`config.mk`:
```
export PLATFORM = sky130hd
export DESIGN_NAME = liveview_jpeg_deframer_flat
export DESIGN_NICKNAME = d
export VERILOG_FILES = /design/src/hw/rtl/ljd_pkg.sv /design/src/hw/rtl/ljd_if.sv /design/src/hw/rtl/liveview_jpeg_deframer.sv /design/src/hw/rtl/ljd_parser.sv /design/src/flat_wrapper.sv
export SDC_FILE = /design/constraint.sdc
export NUM_CORES = 1
export LEC_CHECK = 0
export ABC_AREA = 0
export BUFFER_PORTS_ARGS = -buffer_cell sky130_fd_sc_hd__buf_4
export CAP_MARGIN = 10
export CORE_MARGIN = 10
export CORE_UTILIZATION = 62
export DETAILED_ROUTE_END_ITERATION = 8
export GPL_ROUTABILITY_DRIVEN = 0
export GPL_TIMING_DRIVEN = 0
export PLACE_DENSITY_LB_ADDON = 0.05
export SYNTH_ARGS = -nofsm -noshare
export SYNTH_HDL_FRONTEND = slang
export SYNTH_SLANG_ARGS = --single-unit
```
`constraint.sdc`:
```
create_clock -name clk -period 4.6 [get_ports clk]
set_input_delay 0.92 -clock clk [delete_from_list [all_inputs] [get_ports clk]]
set_output_delay 0.92 -clock clk [all_outputs]
set_load 0.005 [all_outputs]
```
`src/hw/rtl/ljd_pkg.sv`:
```
// Package for the live-view JPEG deframer: parser phase type, header
// lengths, start bytes and the result record. No dependencies.
package ljd_pkg;

	localparam int unsigned COMMON_LEN = 1 + 1 + 2 + 4;
	localparam int unsigned INFO_LEN   = 4 + 3 + 1 + 2 + 118 + 4 + 4 + 24;
	localparam int unsigned PAYHDR_LEN = 4 + 3 + 1 + 4 + 1 + 115;

	localparam logic [7:0] START_BYTE   = 8'hFF;
	localparam logic [7:0] TYPE_INFO    = 8'h12;
	localparam logic [7:0] TYPE_JPEG_A  = 8'h01;
	localparam logic [7:0] TYPE_JPEG_B  = 8'h11;

	localparam logic [7:0] START_CODE [4] = '{8'h24, 8'h35, 8'h68, 8'h79};

	localparam logic ERR_START_BYTE = 1'b0;
	localparam logic ERR_START_CODE = 1'b1;

	typedef enum logic [2:0] {
		PH_COMMON = 3'd0,
		PH_INFO   = 3'd1,
		PH_PAYHDR = 3'd2,
		PH_DATA   = 3'd3,
		PH_PAD    = 3'd4
	} phase_t;

	typedef struct packed {
		logic       valid;
		logic [7:0] jpeg_byte;
		logic       jpeg_last;
		logic       is_error;
		logic       error_kind;
	} result_t;

endpackage

```
`src/hw/rtl/ljd_if.sv`:
```
// Valid/ready channel interfaces for the deframer: raw stream in, JPEG out.
// Standalone; no package dependency.
interface ljd_stream_if;
	logic       valid;
	logic       ready;
	logic [7:0] stream_byte;
	logic       stream_start;

	modport source (output valid, output stream_byte, output stream_start, input ready);
	modport sink   (input valid, input stream_byte, input stream_start, output ready);
endinterface

interface ljd_jpeg_if;
	logic       valid;
	logic       ready;
	logic [7:0] jpeg_byte;
	logic       jpeg_last;
	logic       is_error;
	logic       error_kind;

	modport source (output valid, output jpeg_byte, output jpeg_last,
		output is_error, output error_kind, input ready);
	modport sink   (input valid, input jpeg_byte, input jpeg_last,
		input is_error, input error_kind, output ready);
endinterface

```
`src/hw/rtl/liveview_jpeg_deframer.sv`:
```
// Top level of the live-view JPEG deframer: input register, parser, result
// register. Depends on ljd_pkg, ljd_if.sv and ljd_parser.
//
//   channel  dir  beat payload                               use
//   stream   in   stream_byte[7:0], stream_start             raw live-view bytes
//   jpeg     out  jpeg_byte[7:0], jpeg_last, is_error,       JPEG bytes / errors
//                 error_kind
//
// One byte a clock sustained while jpeg does not stall: each accepted beat sits
// in the input register, the parser decides on it and updates its counters in
// the cycle it retires, and any result lands in the output register. Bytes
// that produce no result (headers, padding, halted stream) simply retire. A
// stall on jpeg holds the result register and, through it, the input register;
// stream keeps flowing while the held result is taken. Reset clears both valid
// flags and all parser state.
module liveview_jpeg_deframer (
	input  logic               clk,
	input  logic               arst_n,
	ljd_stream_if.sink         stream,
	ljd_jpeg_if.source         jpeg
);

	logic             in_valid_s1;
	logic [7:0]       byte_s1;
	logic             start_s1;
	logic             advance;
	ljd_pkg::result_t res;
	logic             out_valid_s2;
	ljd_pkg::result_t res_s2;

	// retire the held byte when the result register is free or being drained
	assign advance      = in_valid_s1 && (!out_valid_s2 || jpeg.ready);
	assign stream.ready = !in_valid_s1 || advance;

	always_ff @(posedge clk or negedge arst_n) begin
		if (!arst_n)
			in_valid_s1 <= 1'b0;
		else if (stream.ready)
			in_valid_s1 <= stream.valid;
	end

	// payload needs no reset
	always_ff @(posedge clk) begin
		if (stream.ready && stream.valid) begin
			byte_s1  <= stream.stream_byte;
			start_s1 <= stream.stream_start;
		end
	end

	ljd_parser u_parser (
		.clk          (clk),
		.arst_n       (arst_n),
		.step         (advance),
		.stream_byte  (byte_s1),
		.stream_start (start_s1),
		.result       (res)
	);

	always_ff @(posedge clk or negedge arst_n) begin
		if (!arst_n)
			out_valid_s2 <= 1'b0;
		else if (advance)
			out_valid_s2 <= res.valid;
		else if (jpeg.ready)
			out_valid_s2 <= 1'b0;
	end

	always_ff @(posedge clk) begin
		if (advance)
			res_s2 <= res;
	end

	assign jpeg.valid      = out_valid_s2;
	assign jpeg.jpeg_byte  = res_s2.jpeg_byte;
	assign jpeg.jpeg_last  = res_s2.jpeg_last;
	assign jpeg.is_error   = res_s2.is_error;
	assign jpeg.error_kind = res_s2.error_kind;

endmodule

```
`src/hw/rtl/ljd_parser.sv`:
```
// Packet parser state and per-byte decision logic for the deframer.
// Depends on ljd_pkg.
module ljd_parser (
	input  logic              clk,
	input  logic              arst_n,
	input  logic              step,
	input  logic [7:0]        stream_byte,
	input  logic              stream_start,
	output ljd_pkg::result_t  result
);

	ljd_pkg::phase_t phase_q, phase_d, phase_e;
	logic [7:0]      pos_q, pos_d, pos_e, pos_inc;
	logic [7:0]      type_q, type_d;
	logic [23:0]     pay_q, pay_d, pay_dec;
	logic [7:0]      pad_q, pad_d, pad_dec;
	logic            halt_q, halt_d, halt_e;
	logic            bad_start, bad_code;

	// a stream start restarts the parser before the byte is looked at
	assign phase_e = stream_start ? ljd_pkg::PH_COMMON : phase_q;
	assign pos_e   = stream_start ? 8'd0 : pos_q;
	assign halt_e  = stream_start ? 1'b0 : halt_q;
	assign pos_inc = pos_e + 8'd1;
	assign pay_dec = (pay_q != 24'd0) ? pay_q - 24'd1 : 24'd0;
	assign pad_dec = (pad_q != 8'd0) ? pad_q - 8'd1 : 8'd0;

	assign bad_start = (pos_e == 8'd0) && (stream_byte != ljd_pkg::START_BYTE);
	assign bad_code  = (pos_e < 8'd4) && (stream_byte != ljd_pkg::START_CODE[pos_e[1:0]]);

	// next state
	always_comb begin
		phase_d = phase_e;
		pos_d   = pos_e;
		type_d  = type_q;
		pay_d   = pay_q;
		pad_d   = pad_q;
		halt_d  = halt_e;
		if (!halt_e) begin
			case (phase_e)
				ljd_pkg::PH_INFO: begin
					pos_d = pos_inc;
					if (pos_inc >= 8'(ljd_pkg::INFO_LEN)) begin
						phase_d = ljd_pkg::PH_COMMON;
						pos_d   = 8'd0;
					end
				end
				ljd_pkg::PH_PAYHDR: begin
					if (bad_code) begin
						halt_d  = 1'b1;
						phase_d = ljd_pkg::PH_COMMON;
						pos_d   = 8'd0;
					end else begin
						if (pos_e >= 8'd4 && pos_e < 8'd7)
							pay_d = {pay_q[15:0], stream_byte};
						else if (pos_e == 8'd7)
							pad_d = stream_byte;
						pos_d = pos_inc;
						if (pos_inc >= 8'(ljd_pkg::PAYHDR_LEN)) begin
							pos_d = 8'd0;
							if (pay_d != 24'd0)
								phase_d = ljd_pkg::PH_DATA;
							else if (pad_d != 8'd0)
								phase_d = ljd_pkg::PH_PAD;
							else
								phase_d = ljd_pkg::PH_COMMON;
						end
					end
				end
				ljd_pkg::PH_DATA: begin
					pay_d = pay_dec;
					if (pay_dec == 24'd0) begin
						pos_d   = 8'd0;
						phase_d = (pad_q != 8'd0) ? ljd_pkg::PH_PAD : ljd_pkg::PH_COMMON;
					end
				end
				ljd_pkg::PH_PAD: begin
					pad_d = pad_dec;
					if (pad_dec == 8'd0) begin
						phase_d = ljd_pkg::PH_COMMON;
						pos_d   = 8'd0;
					end
				end
				default: begin
					if (bad_start) begin
						halt_d  = 1'b1;
						phase_d = ljd_pkg::PH_COMMON;
						pos_d   = 8'd0;
					end else begin
						if (pos_e == 8'd1)
							type_d = stream_byte;
						pos_d   = pos_inc;
						phase_d = ljd_pkg::PH_COMMON;
						if (pos_inc >= 8'(ljd_pkg::COMMON_LEN)) begin
							pos_d = 8'd0;
							if (type_d == ljd_pkg::TYPE_INFO) begin
								phase_d = ljd_pkg::PH_INFO;
							end else if (type_d == ljd_pkg::TYPE_JPEG_A ||
									type_d == ljd_pkg::TYPE_JPEG_B) begin
								phase_d = ljd_pkg::PH_PAYHDR;
								pay_d   = 24'd0;
								pad_d   = 8'd0;
							end
						end
					end
				end
			endcase
		end
	end

	// result for this byte
	always_comb begin
		result = '0;
		if (!halt_e) begin
			case (phase_e)
				ljd_pkg::PH_INFO, ljd_pkg::PH_PAD: ;
				ljd_pkg::PH_PAYHDR: begin
					if (bad_code) begin
						result.valid      = 1'b1;
						result.is_error   = 1'b1;
						result.error_kind = ljd_pkg::ERR_START_CODE;
					end
				end
				ljd_pkg::PH_DATA: begin
					result.valid     = 1'b1;
					result.jpeg_byte = stream_byte;
					result.jpeg_last = (pay_q <= 24'd1);
				end
				default: begin
					if (bad_start) begin
						result.valid      = 1'b1;
						result.is_error   = 1'b1;
						result.error_kind = ljd_pkg::ERR_START_BYTE;
					end
				end
			endcase
		end
	end

	always_ff @(posedge clk or negedge arst_n) begin
		if (!arst_n) begin
			phase_q <= ljd_pkg::PH_COMMON;
			pos_q   <= 8'd0;
			type_q  <= 8'd0;
			pay_q   <= 24'd0;
			pad_q   <= 8'd0;
			halt_q  <= 1'b0;
		end else if (step) begin
			phase_q <= phase_d;
			pos_q   <= pos_d;
			type_q  <= type_d;
			pay_q   <= pay_d;
			pad_q   <= pad_d;
			halt_q  <= halt_d;
		end
	end

endmodule

```
`src/flat_wrapper.sv`:
```
// flat-port wrapper written by rule: the top's interface ports become plain ports
module liveview_jpeg_deframer_flat 
  (clk, arst_n, stream_valid, stream_stream_byte, stream_stream_start, stream_ready, jpeg_valid, jpeg_jpeg_byte, jpeg_jpeg_last, jpeg_is_error, jpeg_error_kind, jpeg_ready);
  ljd_stream_if stream_i ();
  ljd_jpeg_if jpeg_i ();
  input  logic clk;
  input  logic arst_n;
  input wire logic [$bits(stream_i.valid)-1:0] stream_valid;
  input wire logic [$bits(stream_i.stream_byte)-1:0] stream_stream_byte;
  input wire logic [$bits(stream_i.stream_start)-1:0] stream_stream_start;
  output wire logic [$bits(stream_i.ready)-1:0] stream_ready;
  output wire logic [$bits(jpeg_i.valid)-1:0] jpeg_valid;
  output wire logic [$bits(jpeg_i.jpeg_byte)-1:0] jpeg_jpeg_byte;
  output wire logic [$bits(jpeg_i.jpeg_last)-1:0] jpeg_jpeg_last;
  output wire logic [$bits(jpeg_i.is_error)-1:0] jpeg_is_error;
  output wire logic [$bits(jpeg_i.error_kind)-1:0] jpeg_error_kind;
  input wire logic [$bits(jpeg_i.ready)-1:0] jpeg_ready;
  assign stream_i.valid = stream_valid;
  assign stream_i.stream_byte = stream_stream_byte;
  assign stream_i.stream_start = stream_stream_start;
  assign stream_ready = stream_i.ready;
  assign jpeg_valid = jpeg_i.valid;
  assign jpeg_jpeg_byte = jpeg_i.jpeg_byte;
  assign jpeg_jpeg_last = jpeg_i.jpeg_last;
  assign jpeg_is_error = jpeg_i.is_error;
  assign jpeg_error_kind = jpeg_i.error_kind;
  assign jpeg_i.ready = jpeg_ready;
  liveview_jpeg_deframer u_core (.clk(clk), .arst_n(arst_n), .stream(stream_i), .jpeg(jpeg_i));
endmodule
```
==> reports/metrics.yaml, run 1 <==
worstMarginPinSlew_ps: 988
ys_seq_area_share_pct: 41.1
max_stage_delay_ps: 580
nFillCells: 593
route.vias.total: 4702
ys_warn_count: 0
grt_pass1_vias: 4342
synth_fp_nets: 565
core_area_um2: 7370
grt_overflow: 0
antenna_found_initial: 1
critPathLaunchType: "register"
start_util_pct: 64.5
skew_ps: 19.6
synthTopCellsByArea: "dfrtp_1 28%, edfxtp_1 13%, o21ai_0 5.3%, a21oi_1 4.7%, nor2_1 4.7%"
synthArstFlopShare_pct: 73.0
outcome: "completed"
drt-total-wl_um: 13500
first_pass_iters: 7
cp-endpoint: "u_core.u_parser.pos_q[2]"
antenna_left: 0
multi_input_area_um2: 2640
rsz0062_at_grt: "false"
finalCriticalPeriod_ps: 4030
portBuffers: 25
drive_gt1_share_pct: 10.9
ctsLongestPathBuffers: 2
drv_cap: 0
hold_path_class: "register to register"
cp.required_ps: 4850
postSynthCellCount: 546
worstSetupEndpointType: "register"
io_pins: 26
cp_top_family: "simple AND/OR/NAND/NOR gates"
synth_common_cells: "59 x nor2_1, 54 x dfrtp_1, 51 x nand2_1"
crit_buf_inv: 2
grt_pass1_wl_um: 22200
clkSinkCount: 74
hold_violations: 0
area_delta_synth_final_pct: 11.0
path_depth: 11
setup_violations: 0
synthesis.area_um2: 4750
reg2reg_setup_slack_ps: 570
crit_type: "register to register"
netlist.area_leader.share_pct: 28.4
cts_hold_buf: 0
rr_worst_depth: 11
dp_slack_ps: 752
dieHeight_um: 108
synth_top_cell_by_area: "dfrtp_1"
ys_seq_elements: 74
vdd.ir_drop.worst_uv: 229
cts-resized-gates: 0
worstHoldPathCells: 1
via_per_inst: 6.84
r2r_start: "u_core.u_parser.pay_q[0]"
grt_max_degree: 55
path_cells: "inv_1, ha_1, clkbuf_1, nand2_1, nor4b_1, a211oi_1, or4b_1, or4_1, a22o_1, o31a_1, o41a_1"
cp_max_fo: 10
crit_start: "u_core.u_parser.pay_q[0]"
yosysUniqueCellTypes: 68
setup_tns_ps: 0
clk_pin_slew_worst_paths_ps: 90
crit_path_top_delay_cell: "or4b_1"
worstPathArrival_ps: 4270
die_x_um: 108
clk_latency_ps: 370
dieArea_um2: 11600
synth_most_common_cell: "nor2_1"
maxSlewHeadroom_pct: 33.3
cts_made_buffers: 9
num_rows: 31
synth_edf_count: 20
wl_per_cell_um: 19.6
cts_root_buffer: "clkbuf_8"
drc: 0
synth_flop_cell: "dfrtp_1"
cts_setup_buffers: 0
grt_util_all_layers_pct: 23.7
drv_slew: 0
fmax_mhz: 248
seq_area_um2: 1950
h-tree-depth: 3
cts_tree: "yes"
detail_route.iter0.violations: 692
nets: 601
dpl.hpwl_um: 9260
leakage_nw: 2.12
syn-mean-instance-area_um2: 8.71
finalWorstSetupSlack_ps: 574
finalCritPeriodShare_pct: 87.5
reg2reg_to: "u_core.u_parser.pos_q[2]"
power.density_nw_per_um2: 361
==> cell type report <==
class / instances / area share [%]
antenna: 1 / 0.0474
inverter: 9 / 0.640
clock inverter: 6 / 1.35
multi-input combinational: 431 / 50.0
buffer: 32 / 2.49
sequential: 74 / 37.0
timing repair buffer: 25 / 3.56
tap: 99 / 2.35
clock buffer: 10 / 2.61
==> routing by layer <==
| layer | up-vias | wire, um | part of all wire [%] | track usage [%] |
|---|---|---|---|---|
| met5 | - | 0 | 0 | 0 |
| met4 | 0 | 425 | 3.1 | 11.0 |
| met3 | 53 | 1610 | 12 | 6.41 |
| met2 | 331 | 5730 | 42 | 33.8 |
| met1 | 2192 | 5740 | 42 | 32.6 |
| li1 | 2126 | - | - | - |
==> kinds of logic after synthesis <==
group	count (synthesis)	share of synthesized area [%]
muxes	18	4.00
DFF	74	41.1
buffers and inverters	41	3.47
and+or+nand+nor	237	26.2
xor gates and xnor gates	10	1.84
AOI/OAI and AO/OA	160	21.9
adders and majority gates	6	1.58
==> worst min path at each step <==
stage | startpoint | endpoint | slack [ps]
3_3_place_gp | u_core.u_parser.type_q[2] | u_core.u_parser.type_q[2] | 480
2_1_floorplan | u_core.u_parser.type_q[7] | u_core.u_parser.type_q[7] | 470
4_1_cts | u_core.u_parser.type_q[7] | u_core.u_parser.type_q[7] | 510
3_5_place_dp | u_core.u_parser.type_q[7] | u_core.u_parser.type_q[7] | 490
5_1_grt | u_core.u_parser.type_q[7] | u_core.u_parser.type_q[7] | 550
6_report | u_core.u_parser.type_q[7] | u_core.u_parser.type_q[7] | 500
==> worst register-to-register path, delay by kind of cell (launching register included) <==
kind | cells | cell delay [ps]
AOI/OAI and AO/OA | 4 | 1100
adders and majority gates | 1 | 220
buffers and inverters | 2 | 580
DFF | 1 | 480
and+or+nand+nor | 4 | 1540
==> cells in the final DEF (no fill, tap or decap), drive strengths merged, types with 7 or more instances in the layout <==
cell and instances:
dfrtp 54, and2 15, mux2i 10, nor3 26, nor4b 8, nor2 59, a22oi 9, o21ai 51
a21oi 45, buf 29, edfxtp 20, nand2b 7, inv 11, mux2 8, clkbuf 38, o2bb2ai 8
nand2 51, or4 9, nor4 10, nand3 8
==> registers in the layout, indices dropped and copies added (netlist names), 3 cells and up <==
name,cells
u_core.u_parser.pos_q,8
u_core.u_parser.phase_q,3
u_core.u_parser.type_q,8
u_core.u_parser.pad_q,8
u_core.u_parser.pay_q,24
u_core.byte_s1,8
u_core.jpeg.jpeg_byte,8
==> power breakdown <==
| group | switching, mW | internal [mW] | total [mW] | leakage [nW] |
|---|---|---|---|---|
| Clock | 0.274 | 0.270 | 0.544 | 0.0995 |
| Combinational | 0.360 | 0.205 | 0.565 | 1.08 |
| Sequential | 0.0590 | 0.736 | 0.795 | 0.941 |
| Total | 0.693 | 1.21 | 1.90 | 2.12 |
==> metrics by stage <==
stage / utilization (%) / hold slack (ps) / power [mW] / area [um^2] / cells
detailed placement: 68.7 / 490 / 1.35 / 5070 / 670
floorplan: - / 470 / 1.17 / 4750 / 546
global route: 71.6 / 545 / 1.99 / 5280 / 686
CTS: 71.6 / 509 / 1.88 / 5280 / 686
global placement: 68.7 / 483 / 1.33 / 5070 / 670
finish: 71.6 / 505 / 1.90 / 5280 / 687
Note: power is estimated with default switching activity, not from simulation.
==> inputs of run 2 (changes only) <==
--- a/config.mk
+++ b/config.mk
@@ -9,7 +9,8 @@
 export BUFFER_PORTS_ARGS = -buffer_cell sky130_fd_sc_hd__buf_4
 export CAP_MARGIN = 10
 export CORE_MARGIN = 10
-export CORE_UTILIZATION = 62
+export CORE_UTILIZATION = 64
+export CTS_BUF_LIST = sky130_fd_sc_hd__clkbuf_2
 export DETAILED_ROUTE_END_ITERATION = 8
 export GPL_ROUTABILITY_DRIVEN = 0
 export GPL_TIMING_DRIVEN = 0
==> run 2 against run 1 <==
Effect of this change:
- core utilization rose by 0.097 points
- sequential power is essentially flat
- total power down 6.1%
- cell count decreased by 0.29%
- routed wire length is 0.56% lower
- largest power group unchanged
- count of clock-buffer cells in the layout shrank 1
- clock power down 20%
==> reports/metrics.yaml, run 2 (synthesized netlist as in run 1, its figures left out) <==
dieHeight_um: 106  # was 108 um
reg2reg_to: "u_core.u_parser.pos_q[7]"  # was u_core.u_parser.pos_q[2]
first_pass_iters: 6  # was 7
critPathLaunchType: "register"  # unchanged
grt_pass1_vias: 4268  # was 4342
leakage_nw: 2.10  # was 2.12 nW
crit_start: "u_core.u_parser.pay_q[0]"  # unchanged
finalPower_mw: 1.79  # was 1.90 mW
pwr-share-seq_pct: 44.4  # was 41.8%
dpl.hpwl_um: 9350  # was 9260 um
cts_hold_buf: 0  # unchanged
antenna_left: 0  # unchanged
vdd.ir_drop.worst_uv: 177  # was 229 uV
clk_pin_slew_worst_paths_ps: 240  # was 90 ps
crit_path_top_delay_cell: "or4b_1"  # unchanged
setup_tns_ps: 0  # unchanged
layout_commonest_cell: "nor2_1"  # unchanged
h-tree-depth: 3  # unchanged
setup_violations: 0  # unchanged
via_per_inst: 6.68  # was 6.84
netSwitchingFraction_pct: 37.3  # was 36.4%
drt-total-wl_um: 13400  # was 13500 um
r2r_start: "u_core.u_parser.pay_q[0]"  # unchanged
post_dp_cell_area_um2: 5070  # unchanged
crit_type: "register to register"  # unchanged
grt_util_all_layers_pct: 23.5  # was 23.7%
power.density_nw_per_um2: 344  # was 361 nW/um^2
drv_cap: 0  # unchanged
cp-endpoint: "u_core.u_parser.pos_q[7]"  # was u_core.u_parser.pos_q[2]
clkSinkCount: 74  # unchanged
finalCriticalPeriod_ps: 3970  # was 4030 ps
portBuffers: 25  # unchanged
power.switching_uw: 667  # was 693 uW
io_pins: 26  # unchanged
cp.required_ps: 5070  # was 4850 ps
max_stage_delay_ps: 580  # about the same
hold_path_class: "input port to async pin"  # was register to register
rsz0062_at_grt: "false"  # unchanged
rr_worst_depth: 11  # unchanged
start_util_pct: 65.6  # was 64.5%
fmax_mhz: 252  # was 248 MHz
path_depth: 11  # unchanged
fin_area_um2: 5200  # was 5280 um^2
drv_slew: 0  # unchanged
pwr-share-clk_pct: 24.4  # was 28.6%
grt_overflow: 0  # unchanged
route.vias.total: 4577  # was 4702
finalCritPeriodShare_pct: 86.3  # was 87.5%
core_area_um2: 7250  # was 7370 um^2
cts_setup_buffers: 0  # unchanged
largest_reg_flops: 24  # unchanged
detail_route.iter0.violations: 575  # was 692
antenna_found_initial: 0  # was 1
cts_made_buffers: 9  # unchanged
p_comb_share_pct: 31.2  # was 29.7%
hold_violations: 0  # unchanged
wl_per_cell_um: 19.6  # about the same
antennaDiodeCount: 0  # was 1
drc: 0  # unchanged
reg2reg_setup_slack_ps: 630  # was 570 ps
largest-register: "u_core.u_parser.pay_q"  # unchanged
dieArea_um2: 11300  # was 11600 um^2
drive_gt1_share_pct: 10.8  # was 10.9%
die_x_um: 106  # was 108 um
area_delta_synth_final_pct: 9.39  # was 11.0%
maxSlewHeadroom_pct: 32.1  # was 33.3%
num_rows: 31  # unchanged
grt_pass1_wl_um: 21700  # was 22200 um
clk_latency_ps: 570  # was 370 ps
grt_max_degree: 55  # unchanged
path_cells: "inv_1, ha_1, clkbuf_1, nand2_1, nor4b_1, a211oi_1, or4b_1, or4_1, a22o_1, or3_1, a32o_1"  # was inv_1, ha_1, clkbuf_1, nand2_1, nor4b_1, a211oi_1, or4b_1, or4_1, a22o_1, o31a_1, o41a_1
worstMarginPinSlew_ps: 1010  # was 988 ps
cts-resized-gates: 0  # unchanged
cp_max_fo: 10  # unchanged
cts_tree: "yes"  # unchanged
cp_top_family: "simple AND/OR/NAND/NOR gates"  # unchanged
ctsLongestPathBuffers: 2  # unchanged
worstSetupEndpointType: "register"  # unchanged
p_int_mw: 1.12  # was 1.21 mW
nets: 601  # unchanged
nFillCells: 593  # unchanged
outcome: "completed"  # unchanged
skew_ps: 26.6  # was 19.6 ps
cts_root_buffer: "clkbuf_2"  # was clkbuf_8
crit_buf_inv: 2  # unchanged
final_cell_mix: "59 x nor2_1, 54 x dfrtp_1, 51 x nand2_1, 50 x o21ai_0, 45 x a21oi_1"  # unchanged
worstPathArrival_ps: 4440  # was 4270 ps
-- run 2: layout make-up --
| type | instances | area [um^2] | share of cell area (%) |
|---|---|---|---|
| buffer | 32 | 131 | 2.53 |
| clock buffer | 9 | 45.0 | 0.866 |
| clock inverter | 6 | 90.1 | 1.73 |
| inverter | 9 | 33.8 | 0.650 |
| multi-input combinational | 431 | 2640 | 50.7 |
| sequential | 74 | 1950 | 37.5 |
| tap | 99 | 124 | 2.38 |
| timing repair buffer | 25 | 188 | 3.61 |
-- run 2: metrics by stage --
stage          utilization (%)  setup WS [ps]  instances  hold slack [ps]
6_report                  71.7            631        685              353
4_1_cts                   71.7            722        685              358
3_3_place_gp              69.8            804        670              482
3_5_place_dp              69.8            754        670              491
2_1_floorplan                -           1210        546              470
5_1_grt                   71.7            513        685              411
-- run 2: power groups by stage --
stage          Clock [mW]  Sequential (mW)  Combinational, mW
4_1_cts             0.436            0.790              0.545
3_3_place_gp            0            0.802              0.530
6_report            0.436            0.794              0.558
2_1_floorplan           0            0.786              0.382
5_1_grt             0.457            0.798              0.614
3_5_place_dp            0            0.802              0.542
-- run 2: how the worst min path moves through the flow --
stage / slack (ps) / cells past startpoint / start / endpoint
floorplan: 470 / 1 / u_core.u_parser.type_q[7] / u_core.u_parser.type_q[7]
global placement: 480 / 1 / u_core.u_parser.type_q[2] / u_core.u_parser.type_q[2]
detailed placement: 490 / 1 / u_core.u_parser.type_q[7] / u_core.u_parser.type_q[7]
CTS: 360 / 1 / arst_n / u_core.u_parser.pos_q[3]
global route: 410 / 1 / arst_n / u_core.u_parser.pos_q[3]
finish: 350 / 1 / arst_n / u_core.u_parser.pos_q[3]
-- run 2: metal layers --
layer | track usage (%) | vias up | routed length [um]
li1 | - | 2122 | -
met2 | 35.6 | 297 | 5870
met3 | 5.92 | 41 | 1620
met1 | 31.5 | 2117 | 5600
met5 | 0 | - | 0
met4 | 9.57 | 0 | 320
